File: src/sv/elevator_direction_dispatch_macros.svh
// ----------------------------------------------------------------------------
// Elevator direction dispatch assertion macros
// Shared concurrent assertion forms, clocked on i_clk.
// ----------------------------------------------------------------------------
`ifndef ELEVATOR_DIRECTION_DISPATCH_MACROS_SVH
`define ELEVATOR_DIRECTION_DISPATCH_MACROS_SVH

// Check a property on every rising edge outside reset.
`define EDD_ASSERT(label, prop) \
    label: assert property (@(posedge i_clk) disable iff (!i_rst_n) prop) \
        else $error("dispatch assertion failed");

// Check an implication on every rising edge outside reset.
`define EDD_ASSERT_IMPL(label, cond, prop) \
    `EDD_ASSERT(label, (cond) |-> (prop))

`endif

File: src/sv/edd_pkg.sv
// ----------------------------------------------------------------------------
// Elevator direction dispatch package
// Shared types, sizes and call-scan helpers.
// ----------------------------------------------------------------------------
package edd_pkg;

    localparam int FLOORS      = 16;
    localparam int MASK_BITS   = 16;
    localparam int FLOOR_W     = 4;
    localparam int FLOOR_LIMIT = (FLOORS < MASK_BITS) ? FLOORS : MASK_BITS;

    typedef logic [MASK_BITS-1:0] t_mask;
    typedef logic [FLOOR_W-1:0]   t_floor;

    // Floors that exist; mask bits above are dropped.
    localparam t_mask FLOOR_MASK = (FLOOR_LIMIT >= MASK_BITS) ? '1 :
                                   t_mask'((64'(1) << FLOOR_LIMIT) - 64'(1));

    typedef enum logic [1:0] {
        HEAD_IDLE = 2'd0,
        HEAD_UP   = 2'd1,
        HEAD_DOWN = 2'd2
    } t_heading;

    typedef struct packed {
        t_mask  hall_up_mask;
        t_mask  hall_down_mask;
        t_mask  cabin_mask;
        t_floor car_floor;
        logic   cabin_full;
    } t_req;

    typedef struct packed {
        logic   hit;
        t_floor idx;
    } t_find;

    // Lowest set bit: isolate it, then OR-encode the one-hot position.
    function automatic t_find find_lowest(t_mask m);
        t_mask one_hot;
        t_find res;
        one_hot = m & (~m + t_mask'(1));
        res.hit = |m;
        res.idx = '0;
        for (int i = 0; i < MASK_BITS; i++) begin
            if (one_hot[i]) begin
                res.idx = res.idx | t_floor'(i);
            end
        end
        return res;
    endfunction

    // Highest set bit: reverse the mask and reuse the lowest-bit search.
    function automatic t_find find_highest(t_mask m);
        t_mask rev;
        t_find low;
        t_find res;
        for (int i = 0; i < MASK_BITS; i++) begin
            rev[i] = m[MASK_BITS-1-i];
        end
        low     = find_lowest(rev);
        res.hit = low.hit;
        res.idx = t_floor'(MASK_BITS - 1) - low.idx;
        return res;
    endfunction

endpackage

File: src/sv/edd_req_if.sv
// ----------------------------------------------------------------------------
// Dispatch request channel
// Valid/ready channel carrying call masks, current floor and the full flag.
// ----------------------------------------------------------------------------
interface edd_req_if;
    logic                   valid;
    logic                   ready;
    logic [15:0]            hall_up_mask;
    logic [15:0]            hall_down_mask;
    logic [15:0]            cabin_mask;
    logic [3:0]             car_floor;
    logic                   cabin_full;

    modport source (
        output valid, hall_up_mask, hall_down_mask, cabin_mask, car_floor, cabin_full,
        input  ready
    );
    modport sink (
        input  valid, hall_up_mask, hall_down_mask, cabin_mask, car_floor, cabin_full,
        output ready
    );
endinterface

File: src/sv/edd_rsp_if.sv
// ----------------------------------------------------------------------------
// Dispatch result channel
// Valid/ready channel carrying the target floor and the new heading.
// ----------------------------------------------------------------------------
interface edd_rsp_if;
    logic       valid;
    logic       ready;
    logic [3:0] next_floor;
    logic [1:0] heading;

    modport source (
        output valid, next_floor, heading,
        input  ready
    );
    modport sink (
        input  valid, next_floor, heading,
        output ready
    );
endinterface

File: src/sv/elevator_direction_dispatch.sv
// Pipeline: a request transaction goes into the input register, then into the
//          result register that also holds the heading and target state;
//          a stalled result receiver can hold it in the input register.
// Throughput: one transaction per cycle while the result receiver is ready; the
//             four call scans and the heading update fit between the two registers.
// Reset (i_rst_n low, synchronous): both stages empty, heading idle, target 0.
// ----------------------------------------------------------------------------
// Elevator direction dispatch
// LOOK-style dispatch: nearest up and down requests, then heading update.
// ----------------------------------------------------------------------------
`include "elevator_direction_dispatch_macros.svh"

module elevator_direction_dispatch (
    input  logic      i_clk,
    input  logic      i_rst_n,
    edd_req_if.sink   i_req,
    edd_rsp_if.source o_rsp
);

    // Input stage
    logic           r_in_valid;
    edd_pkg::t_req  r_in;

    // Result stage; the kept heading and target double as the result payload,
    // since they change only when a result is loaded.
    logic             r_out_valid;
    edd_pkg::t_heading r_heading;
    edd_pkg::t_floor   r_target;

    edd_pkg::t_heading n_heading;
    edd_pkg::t_floor   n_target;

    logic            w_adv;
    edd_pkg::t_mask  w_cur_bit;
    edd_pkg::t_mask  w_below;
    edd_pkg::t_mask  w_ge;
    edd_pkg::t_mask  w_gt;
    edd_pkg::t_mask  w_le;
    edd_pkg::t_mask  w_hall_keep;
    edd_pkg::t_find  w_up_near;
    edd_pkg::t_find  w_up_far;
    edd_pkg::t_find  w_dn_near;
    edd_pkg::t_find  w_dn_far;
    edd_pkg::t_find  w_up;
    edd_pkg::t_find  w_dn;

    // Advance the input stage whenever the result slot is free or draining.
    assign w_adv       = r_in_valid && (!r_out_valid || o_rsp.ready);
    assign i_req.ready = !r_in_valid || w_adv;

    assign o_rsp.valid      = r_out_valid;
    assign o_rsp.next_floor = r_target;
    assign o_rsp.heading    = 2'(r_heading);

    // Floor-relative masks around the current floor.
    assign w_cur_bit   = edd_pkg::t_mask'(1) << r_in.car_floor;
    assign w_below     = w_cur_bit - edd_pkg::t_mask'(1);
    assign w_ge        = ~w_below;
    assign w_gt        = w_ge & ~w_cur_bit;
    assign w_le        = w_below | w_cur_bit;
    // A full cabin ignores hall calls at its own floor; cabin calls still count.
    assign w_hall_keep = r_in.cabin_full ? ~w_cur_bit : '1;

    // Up request: nearest cabin or hall-up call at or above, else nearest
    // hall-down call strictly above.
    assign w_up_near = edd_pkg::find_lowest((r_in.cabin_mask |
                           (r_in.hall_up_mask & w_hall_keep)) & w_ge & edd_pkg::FLOOR_MASK);
    assign w_up_far  = edd_pkg::find_lowest(r_in.hall_down_mask & w_gt & edd_pkg::FLOOR_MASK);
    assign w_up      = w_up_near.hit ? w_up_near : w_up_far;

    // Down request: mirror image, scanning downward.
    assign w_dn_near = edd_pkg::find_highest((r_in.cabin_mask |
                           (r_in.hall_down_mask & w_hall_keep)) & w_le & edd_pkg::FLOOR_MASK);
    assign w_dn_far  = edd_pkg::find_highest(r_in.hall_up_mask & w_below & edd_pkg::FLOOR_MASK);
    assign w_dn      = w_dn_near.hit ? w_dn_near : w_dn_far;

    // Heading update: continue, else reverse, else idle; from idle, up wins over down.
    always_comb begin
        n_heading = r_heading;
        n_target  = r_target;
        unique case (r_heading)
            edd_pkg::HEAD_UP: begin
                priority if (w_up.hit) begin
                    n_target = w_up.idx;
                end else if (w_dn.hit) begin
                    n_heading = edd_pkg::HEAD_DOWN;
                    n_target  = w_dn.idx;
                end else begin
                    // Hold the old target when a moving cabin runs out of work.
                    n_heading = edd_pkg::HEAD_IDLE;
                end
            end
            edd_pkg::HEAD_DOWN: begin
                priority if (w_dn.hit) begin
                    n_target = w_dn.idx;
                end else if (w_up.hit) begin
                    n_heading = edd_pkg::HEAD_UP;
                    n_target  = w_up.idx;
                end else begin
                    n_heading = edd_pkg::HEAD_IDLE;
                end
            end
            default: begin
                // Idle, and the unused code, which acts as idle.
                priority if (w_up.hit) begin
                    n_heading = edd_pkg::HEAD_UP;
                    n_target  = w_up.idx;
                end else if (w_dn.hit) begin
                    n_heading = edd_pkg::HEAD_DOWN;
                    n_target  = w_dn.idx;
                end else begin
                    // Idle with nothing to do: park at the current floor.
                    n_heading = edd_pkg::HEAD_IDLE;
                    n_target  = r_in.car_floor;
                end
            end
        endcase
    end

    // Control and kept state.
    always_ff @(posedge i_clk) begin
        if (!i_rst_n) begin
            r_in_valid  <= 1'b0;
            r_out_valid <= 1'b0;
            r_heading   <= edd_pkg::HEAD_IDLE;
            r_target    <= '0;
        end else begin
            if (i_req.ready) begin
                r_in_valid <= i_req.valid;
            end
            if (w_adv) begin
                r_out_valid <= 1'b1;
                r_heading   <= n_heading;
                r_target    <= n_target;
            end else if (o_rsp.ready) begin
                r_out_valid <= 1'b0;
            end
        end
    end

    // Capture the request payload on each accepted transaction.
    always_ff @(posedge i_clk) begin
        if (i_req.valid && i_req.ready) begin
            r_in.hall_up_mask   <= i_req.hall_up_mask;
            r_in.hall_down_mask <= i_req.hall_down_mask;
            r_in.cabin_mask     <= i_req.cabin_mask;
            r_in.car_floor      <= i_req.car_floor;
            r_in.cabin_full     <= i_req.cabin_full;
        end
    end

    // Every accepted transaction lands in the input stage.
    `EDD_ASSERT_IMPL(a_accept_fills, i_req.valid && i_req.ready, ##1 r_in_valid)
    // Every advance produces a result in the next cycle.
    `EDD_ASSERT_IMPL(a_adv_loads, w_adv, ##1 r_out_valid)
    // Heading up always targets a floor at or above the cabin.
    `EDD_ASSERT_IMPL(a_up_above, w_adv && n_heading == edd_pkg::HEAD_UP,
                     n_target >= r_in.car_floor)
    // Heading down always targets a floor at or below the cabin.
    `EDD_ASSERT_IMPL(a_down_below, w_adv && n_heading == edd_pkg::HEAD_DOWN,
                     n_target <= r_in.car_floor)

endmodule

File: src/flat_wrapper.sv
// flat-port wrapper written by rule: the top's interface ports become plain ports
module elevator_direction_dispatch_flat 
  (i_clk, i_rst_n, i_req_valid, i_req_hall_up_mask, i_req_hall_down_mask, i_req_cabin_mask, i_req_car_floor, i_req_cabin_full, i_req_ready, o_rsp_valid, o_rsp_next_floor, o_rsp_heading, o_rsp_ready);
  edd_req_if i_req_i ();
  edd_rsp_if o_rsp_i ();
  input  logic i_clk;
  input  logic i_rst_n;
  input wire logic [$bits(i_req_i.valid)-1:0] i_req_valid;
  input wire logic [$bits(i_req_i.hall_up_mask)-1:0] i_req_hall_up_mask;
  input wire logic [$bits(i_req_i.hall_down_mask)-1:0] i_req_hall_down_mask;
  input wire logic [$bits(i_req_i.cabin_mask)-1:0] i_req_cabin_mask;
  input wire logic [$bits(i_req_i.car_floor)-1:0] i_req_car_floor;
  input wire logic [$bits(i_req_i.cabin_full)-1:0] i_req_cabin_full;
  output wire logic [$bits(i_req_i.ready)-1:0] i_req_ready;
  output wire logic [$bits(o_rsp_i.valid)-1:0] o_rsp_valid;
  output wire logic [$bits(o_rsp_i.next_floor)-1:0] o_rsp_next_floor;
  output wire logic [$bits(o_rsp_i.heading)-1:0] o_rsp_heading;
  input wire logic [$bits(o_rsp_i.ready)-1:0] o_rsp_ready;
  assign i_req_i.valid = i_req_valid;
  assign i_req_i.hall_up_mask = i_req_hall_up_mask;
  assign i_req_i.hall_down_mask = i_req_hall_down_mask;
  assign i_req_i.cabin_mask = i_req_cabin_mask;
  assign i_req_i.car_floor = i_req_car_floor;
  assign i_req_i.cabin_full = i_req_cabin_full;
  assign i_req_ready = i_req_i.ready;
  assign o_rsp_valid = o_rsp_i.valid;
  assign o_rsp_next_floor = o_rsp_i.next_floor;
  assign o_rsp_heading = o_rsp_i.heading;
  assign o_rsp_i.ready = o_rsp_ready;
  elevator_direction_dispatch u_core (.i_clk(i_clk), .i_rst_n(i_rst_n), .i_req(i_req_i), .o_rsp(o_rsp_i));
endmodule
File: config.mk
export PLATFORM = sky130hd
export DESIGN_NAME = elevator_direction_dispatch_flat
export DESIGN_NICKNAME = d
export VERILOG_FILES = /design/src/sv/edd_pkg.sv /design/src/sv/edd_req_if.sv /design/src/sv/edd_rsp_if.sv /design/src/sv/elevator_direction_dispatch.sv /design/src/flat_wrapper.sv
export VERILOG_INCLUDE_DIRS = /design/src /design/src/sv
export SDC_FILE = /design/constraint.sdc
export NUM_CORES = 1
export LEC_CHECK = 0
export ABC_AREA = 1
export BUFFER_PORTS_ARGS = -buffer_cell sky130_fd_sc_hd__buf_2
export CAP_MARGIN = 40
export CORE_ASPECT_RATIO = 0.8
export CORE_MARGIN = 10
export CORE_UTILIZATION = 28
export DETAILED_ROUTE_END_ITERATION = 8
export HOLD_SLACK_MARGIN = 0.08
export SLEW_MARGIN = 20
export SYNTH_ARGS = -nofsm -noshare
export SYNTH_HDL_FRONTEND = slang
export SYNTH_SLANG_ARGS = --single-unit
File: constraint.sdc
create_clock -name i_clk -period 8.15 [get_ports i_clk]
set_clock_uncertainty 0.05 [all_clocks]
set_input_delay 0.4075 -clock i_clk [delete_from_list [all_inputs] [get_ports i_clk]]
set_output_delay 0.4075 -clock i_clk [all_outputs]
set_load 0.1 [all_outputs]
### Word level (Yosys, flattened, before mapping)

Index checks and enable logic that the tools add are counted.

| word-level totals | value |
|---|---|
| register bits after elaboration | 61 |
| logic and storage cells | 134 |
| output and inout port bits | 8 |
| input port bits | 57 |

| operators by class | value |
|---|---|
| equal/unequal tests | 6 |
| bitwise operators | 20 |
| muxes and demuxes | 78 |
| reduce and logical (&&, ||, !) cells | 13 |
| shift-type cells | 1 |
| $add $sub $neg | 7 |

Operators with widths:

| operator | count |
|---|---|
| bitwise AND 16 bit | 11 |
| 2-to-1 mux 4 bit | 38 |
| NOT 16 bit | 6 |
| adder 16 x 1 -> 16 bit, second input constant | 4 |
| OR reduction 16 bit | 4 |
| 2-to-1 mux 3 bit | 16 |
| bitwise OR 16 bit | 3 |
| 2-to-1 mux 2 bit | 12 |
| 2-to-1 mux 16 bit | 1 |
| << shifter 1 x 4 -> 16 bit, first input constant | 1 |
| subtractor 16 x 1 -> 16 bit, second input constant | 1 |
| 2-to-1 mux 5 bit | 2 |
| one-hot mux 4 bit (2 select lines) | 1 |
| subtractor 4 bit, first input constant | 2 |
| 2-to-1 mux 1 bit | 7 |
| != test 3 x 1 -> 1 bit, second input constant | 2 |
| AND reduction 3 bit | 2 |
| != test 2 bit, second input constant | 2 |
| one-hot mux 2 bit (2 select lines) | 1 |
| == test 2 x 1 -> 1 bit, second input constant | 1 |
| == test 2 bit, second input constant | 1 |
| logical AND 1 bit | 2 |
| logical NOT 1 bit | 2 |
| logical OR 1 bit | 2 |
| nonzero test 2 bit | 1 |

### Longest topological paths before layout

| logic depth | value |
|---|---|
| word-level depth | 29 |
| gate-level depth with buffers | 28 |
| gate-level depth less buffers | 27 |

### Least setup slack after synthesis

No wires, ideal clock.

| timing | value |
|---|---|
| path type | reg2reg |
| from | register u_core.r_in[2] (netlist name) |
| to | register u_core.r_target[2], in the netlist u_core.o_rsp.next_floor[2] |
| period minus slack after synthesis | 3548 ps |
| library setup time | 70 ps |
| setup slack | 4602 ps |
| buffers on the path | 0 |
| stages on the path, launching flop included | 25 |
| data required time | 8030 ps |
| data arrival time | 3428 ps |
| cells stage by stage | edfxtp_1 -> nor2_2 -> inv_2 -> nor2_4 -> inv_2 -> ha_1 -> inv_1 -> nor2_1 -> inv_1 -> a21oi_1 -> o211ai_1 -> ha_1 -> nand2_1 -> nand2_1 -> nor2_1 -> nand2_1 -> nor3_1 -> nand3_1 -> nor3_4 -> inv_2 -> o21ai_1 -> nand3_1 -> nand3_1 -> nand2_1 -> a21oi_1 |

| on the way | value |
|---|---|
| cells in the longest elaborated chain, start to end | 29 |
| elaborated cells on any way between the ends | 99 |
| classes of those cells | add/sub: 7; eq/ne: 2; shift: 1; mux: 64; bitwise: 20; reduce/logical: 5 |

RTL lines:

| element | RTL line | text |
|---|---|---|
| start, declared | elevator_direction_dispatch.sv:22 | `edd_pkg::t_req r_in;` |
| << shifter 1 x 4 -> 16 bit (*) | elevator_direction_dispatch.sv:56 | `assign w_cur_bit = edd_pkg::t_mask'(1) << r_in.car_floor;` |
| branches (longest 28 deep; another with subtractor 16 x 1 -> 16 bit) | n/a |  |
| end signal, assigned | elevator_direction_dispatch.sv:134 | `r_target <= n_target;` |
| end, declared | elevator_direction_dispatch.sv:28 | `edd_pkg::t_floor r_target;` |

Mark *: on every way between the ends. The select of a mux whose other input is x is not followed.
A chain may end at the register's enable or synchronous reset.

### Final worst setup path

| timing | value |
|---|---|
| from | register u_core.r_in[4] (netlist name) |
| to | register u_core.r_target[2], in the netlist u_core.o_rsp.next_floor[2] |

Same word-level chain as after synthesis.

==> impl_metrics.csv <==
group,metric,value,unit
status,status,"complete, no violations",
clock_network,cts_buffers,9,
sta,worst_slack,3.59,ns
floorplanning,core_area,0.0158,mm^2
global_routing,grt_remaining_overflow,0,
detailed_routing,post_drt_wl_per_cell,14.6,um
detailed_routing,wl,13500,um
clock_network,clockBufferDepth,2,
synth,syn_inst,632,
detailed_routing,via_per_inst,4.62,
floorplanning,dieArea,0.0217,mm^2
place,portBuffers,64,
power,ir_worst_vdd,113,uV
sta,fin_setup_tns,0,ns
synth,synth.ff_latch_count,61,
clock_network,clkSinkCount,61,
detailed_routing,routed.top_layer,"met4",
setup_path,criticalPathCategory,"register to register",
setup_path,critPathArrivalTime,4.79,ns
setup_path,cp_common_cell,"nand2_1",
setup_path,worstSetupEndpoint,"u_core.o_rsp.next_floor[2]",
detailed_routing,met1Wirelength,6850,um
sta,hold_viol,0,
global_routing,grt_pass1_vias,4077,
floorplanning,die_x,162,um
cells_and_area,drive_gt1_frac,0.191,
cells_and_area,fillers,1750,
synth,ys_types,34,
synth,syn_nets,707,
global_routing,antenna_found_initial,0,
clock_network,ctsResizeCount,0,
flow_run,maxCapViolCount,0,
sta,fin_crit,4.56,ns
synth,ys_seq_area_frac,0.387,
global_routing,grtUsageTotal,0.127,
hold_path,hold_class,"primary input to register",
setup_path,rrSetupSlack,3.59,ns
sta,period_share,0.560,
synth,synth_area_leaders,"edfxtp_1 (35%), nand2_1 (18%), inv_1 (7.0%)",
synth,synth_most_common_cell,"nand2_1",
setup_path,r2r_start,"u_core.r_in[4]",
setup_path,critical-path-slowest-cell,"edfxtp_1",
place,place_hpwl,11200,um
cells_and_area,area_growth,19.7,%
synth,synth_top_area_cell,"edfxtp_1",
setup_path,crit_fanout,12,
sta,max_freq,219,MHz
floorplanning,io-pin-count,65,
clock_network,cts_tree,"yes",
synth,synthesis.area,0.00452,mm^2
cells_and_area,antenna_cells,0,
sta,tightest_slew,0.783,ns
synth,synth_warnings,0,
synth,ys_async_sr_fraction,0,
floorplanning,floorplan.initialDensity,0.286,
detailed_routing,drcViolationCount,0,
setup_path,crit_buf_inv,5,
setup_path,crit_family,"simple AND/OR/NAND/NOR gates",
clock_network,clk_pin_slew,0.06,ns
setup_path,crit_path_max_incr_delay,0.58,ns
setup_path,r2r_end,"u_core.o_rsp.next_floor[2]",
setup_path,worstPathRequired,8.38,ns
detailed_routing,drtAntennaViolNets,0,
detailed_routing,drt_pass1_iterations,5,
setup_path,cp-start-kind,"register",
sta,drv_slew,0,
detailed_routing,wl_met3,998,um
detailed_routing,num_vias,4257,
synth,ys_dominant_reg_cell,"edfxtp_1",
cells_and_area,nNetsFinal,777,
synth,synth_common_cells,"nand2_1 (220), inv_1 (84), edfxtp_1 (53)",
clock_network,hold_buffers,0,
detailed_routing,wl_met2,5470,um
setup_path,path_depth,24,
global_routing,grt_pass1_wl,21200,um
clock_network,clock-root-buffer,"clkbuf_16",
detailed_routing,dr.first_iter.drc_count,406,
floorplanning,core.rowCount,41,
setup_path,r2r_cells,24,
clock_network,post_cts_buffers,0,
synth,synth_edf_count,53,
sta,holdWs,0.180,ns
setup_path,crit_start,"u_core.r_in[4]",
sta,setup_viol,0,
place,gp_congestion,0.973,
synth,synth_top_area_share,0.352,
clock_network,htree_levels,3,
place,post-place-ws,3.68,ns
setup_path,path_cells,"inv_2 > nand2_1 > nor2_4 > inv_2 > ha_1 > inv_1 > nor2_1 > inv_1 > a21oi_1 > nand2_1 > ha_1 > nand2_1 > nand2_1 > nor2_1 > nand2_1 > nor3_1 > nand3_1 > nor3_4 > inv_2 > o21ai_1 > nand3_1 > nand3_1 > nand2_1 > a21oi_1",
sta,slew_headroom,0.478,
power,p_total,1040,uW
power,p_leak,0.00264,uW
clock_network,insertion_delay,0.35,ns
setup_path,endpoint_kind,"register",
synth,synth.avg_cell_area,7.15,um^2
power,p_per_area,192,mW/mm^2
global_routing,grt_max_degree,54,
sta,rsz0062_at_grt,"false",
floorplanning,die_h,134,um
==> per-layer routing <==
metal  global-route usage  vias to the layer above
li1                     -                     2205
met1                0.178                     1902
met5                    0                        -
met3               0.0369                       10
met2                0.183                      140
met4               0.0373                        0
==> kinds of logic (layout without fill, tap and decap cells) <==
kind of cell	count (synthesis)	after routing	share of synthesized area
AOI/OAI and AO/OA	55	55	0.0722
adders and majority gates	18	18	0.0498
buffers and inverters	100	175	0.0844
DFF	61	61	0.387
and+or+nand+nor	398	398	0.406
==> stage by stage <==
stage / cell area (um^2) / std cells / util
6_report: 5410 / 922 / 0.342
2_1_floorplan: 4520 / 632 / -
5_1_grt: 5410 / 922 / 0.342
4_1_cts: 5410 / 922 / 0.342
3_3_place_gp: 5090 / 906 / 0.322
3_5_place_dp: 5090 / 906 / 0.322
==> power by group <==
part	internal, uW	leakage [uW]	switching [uW]
clock	268	0.000152	147
sequential	361	0.000584	15.4
combinational	75.0	0.00191	172
total	705	0.00264	334
==> how the worst min path moves through the flow <==
stage	from	end	cells after the start
floorplan	u_core.r_in_valid	u_core.o_rsp.valid	2
global placement	u_core.o_rsp.next_floor[0]	u_core.o_rsp.next_floor[0]	2
detailed placement	u_core.o_rsp.next_floor[0]	u_core.o_rsp.next_floor[0]	2
CTS	i_req_hall_up_mask[15]	u_core.r_in[52]	1
global route	i_req_hall_up_mask[12]	u_core.r_in[49]	1
finish	i_req_cabin_mask[15]	u_core.r_in[20]	1
==> area by class of cell <==
type / instances / area [um^2] / area share
clock inverter: 7 / 97.6 / 0.0180
multi-input combinational: 471 / 2390 / 0.441
inverter: 94 / 353 / 0.0652
clock buffer: 9 / 225 / 0.0416
sequential: 61 / 1750 / 0.324
timing repair buffer: 65 / 328 / 0.0606
tap: 215 / 269 / 0.0497
==> registers in the layout (all words and copies together) (netlist names) <==
signal                   cells
u_core.o_rsp.heading         2
u_core.o_rsp.next_floor      4
u_core.o_rsp.valid           1
u_core.r_in                 53
u_core.r_in_valid            1
==> placed cells by master (no fill, tap or decap), drive strengths merged, types with 3 or more instances in the layout <==
cell type	count
buf	65
o21ai	17
nand3	52
dfxtp	8
nand2	237
ha	18
o311ai	3
clkbuf	9
edfxtp	53
a21o	5
nor3	15
inv	95
nor2	69
nand4	23
a21oi	22
(Power assumes the default switching activity.)
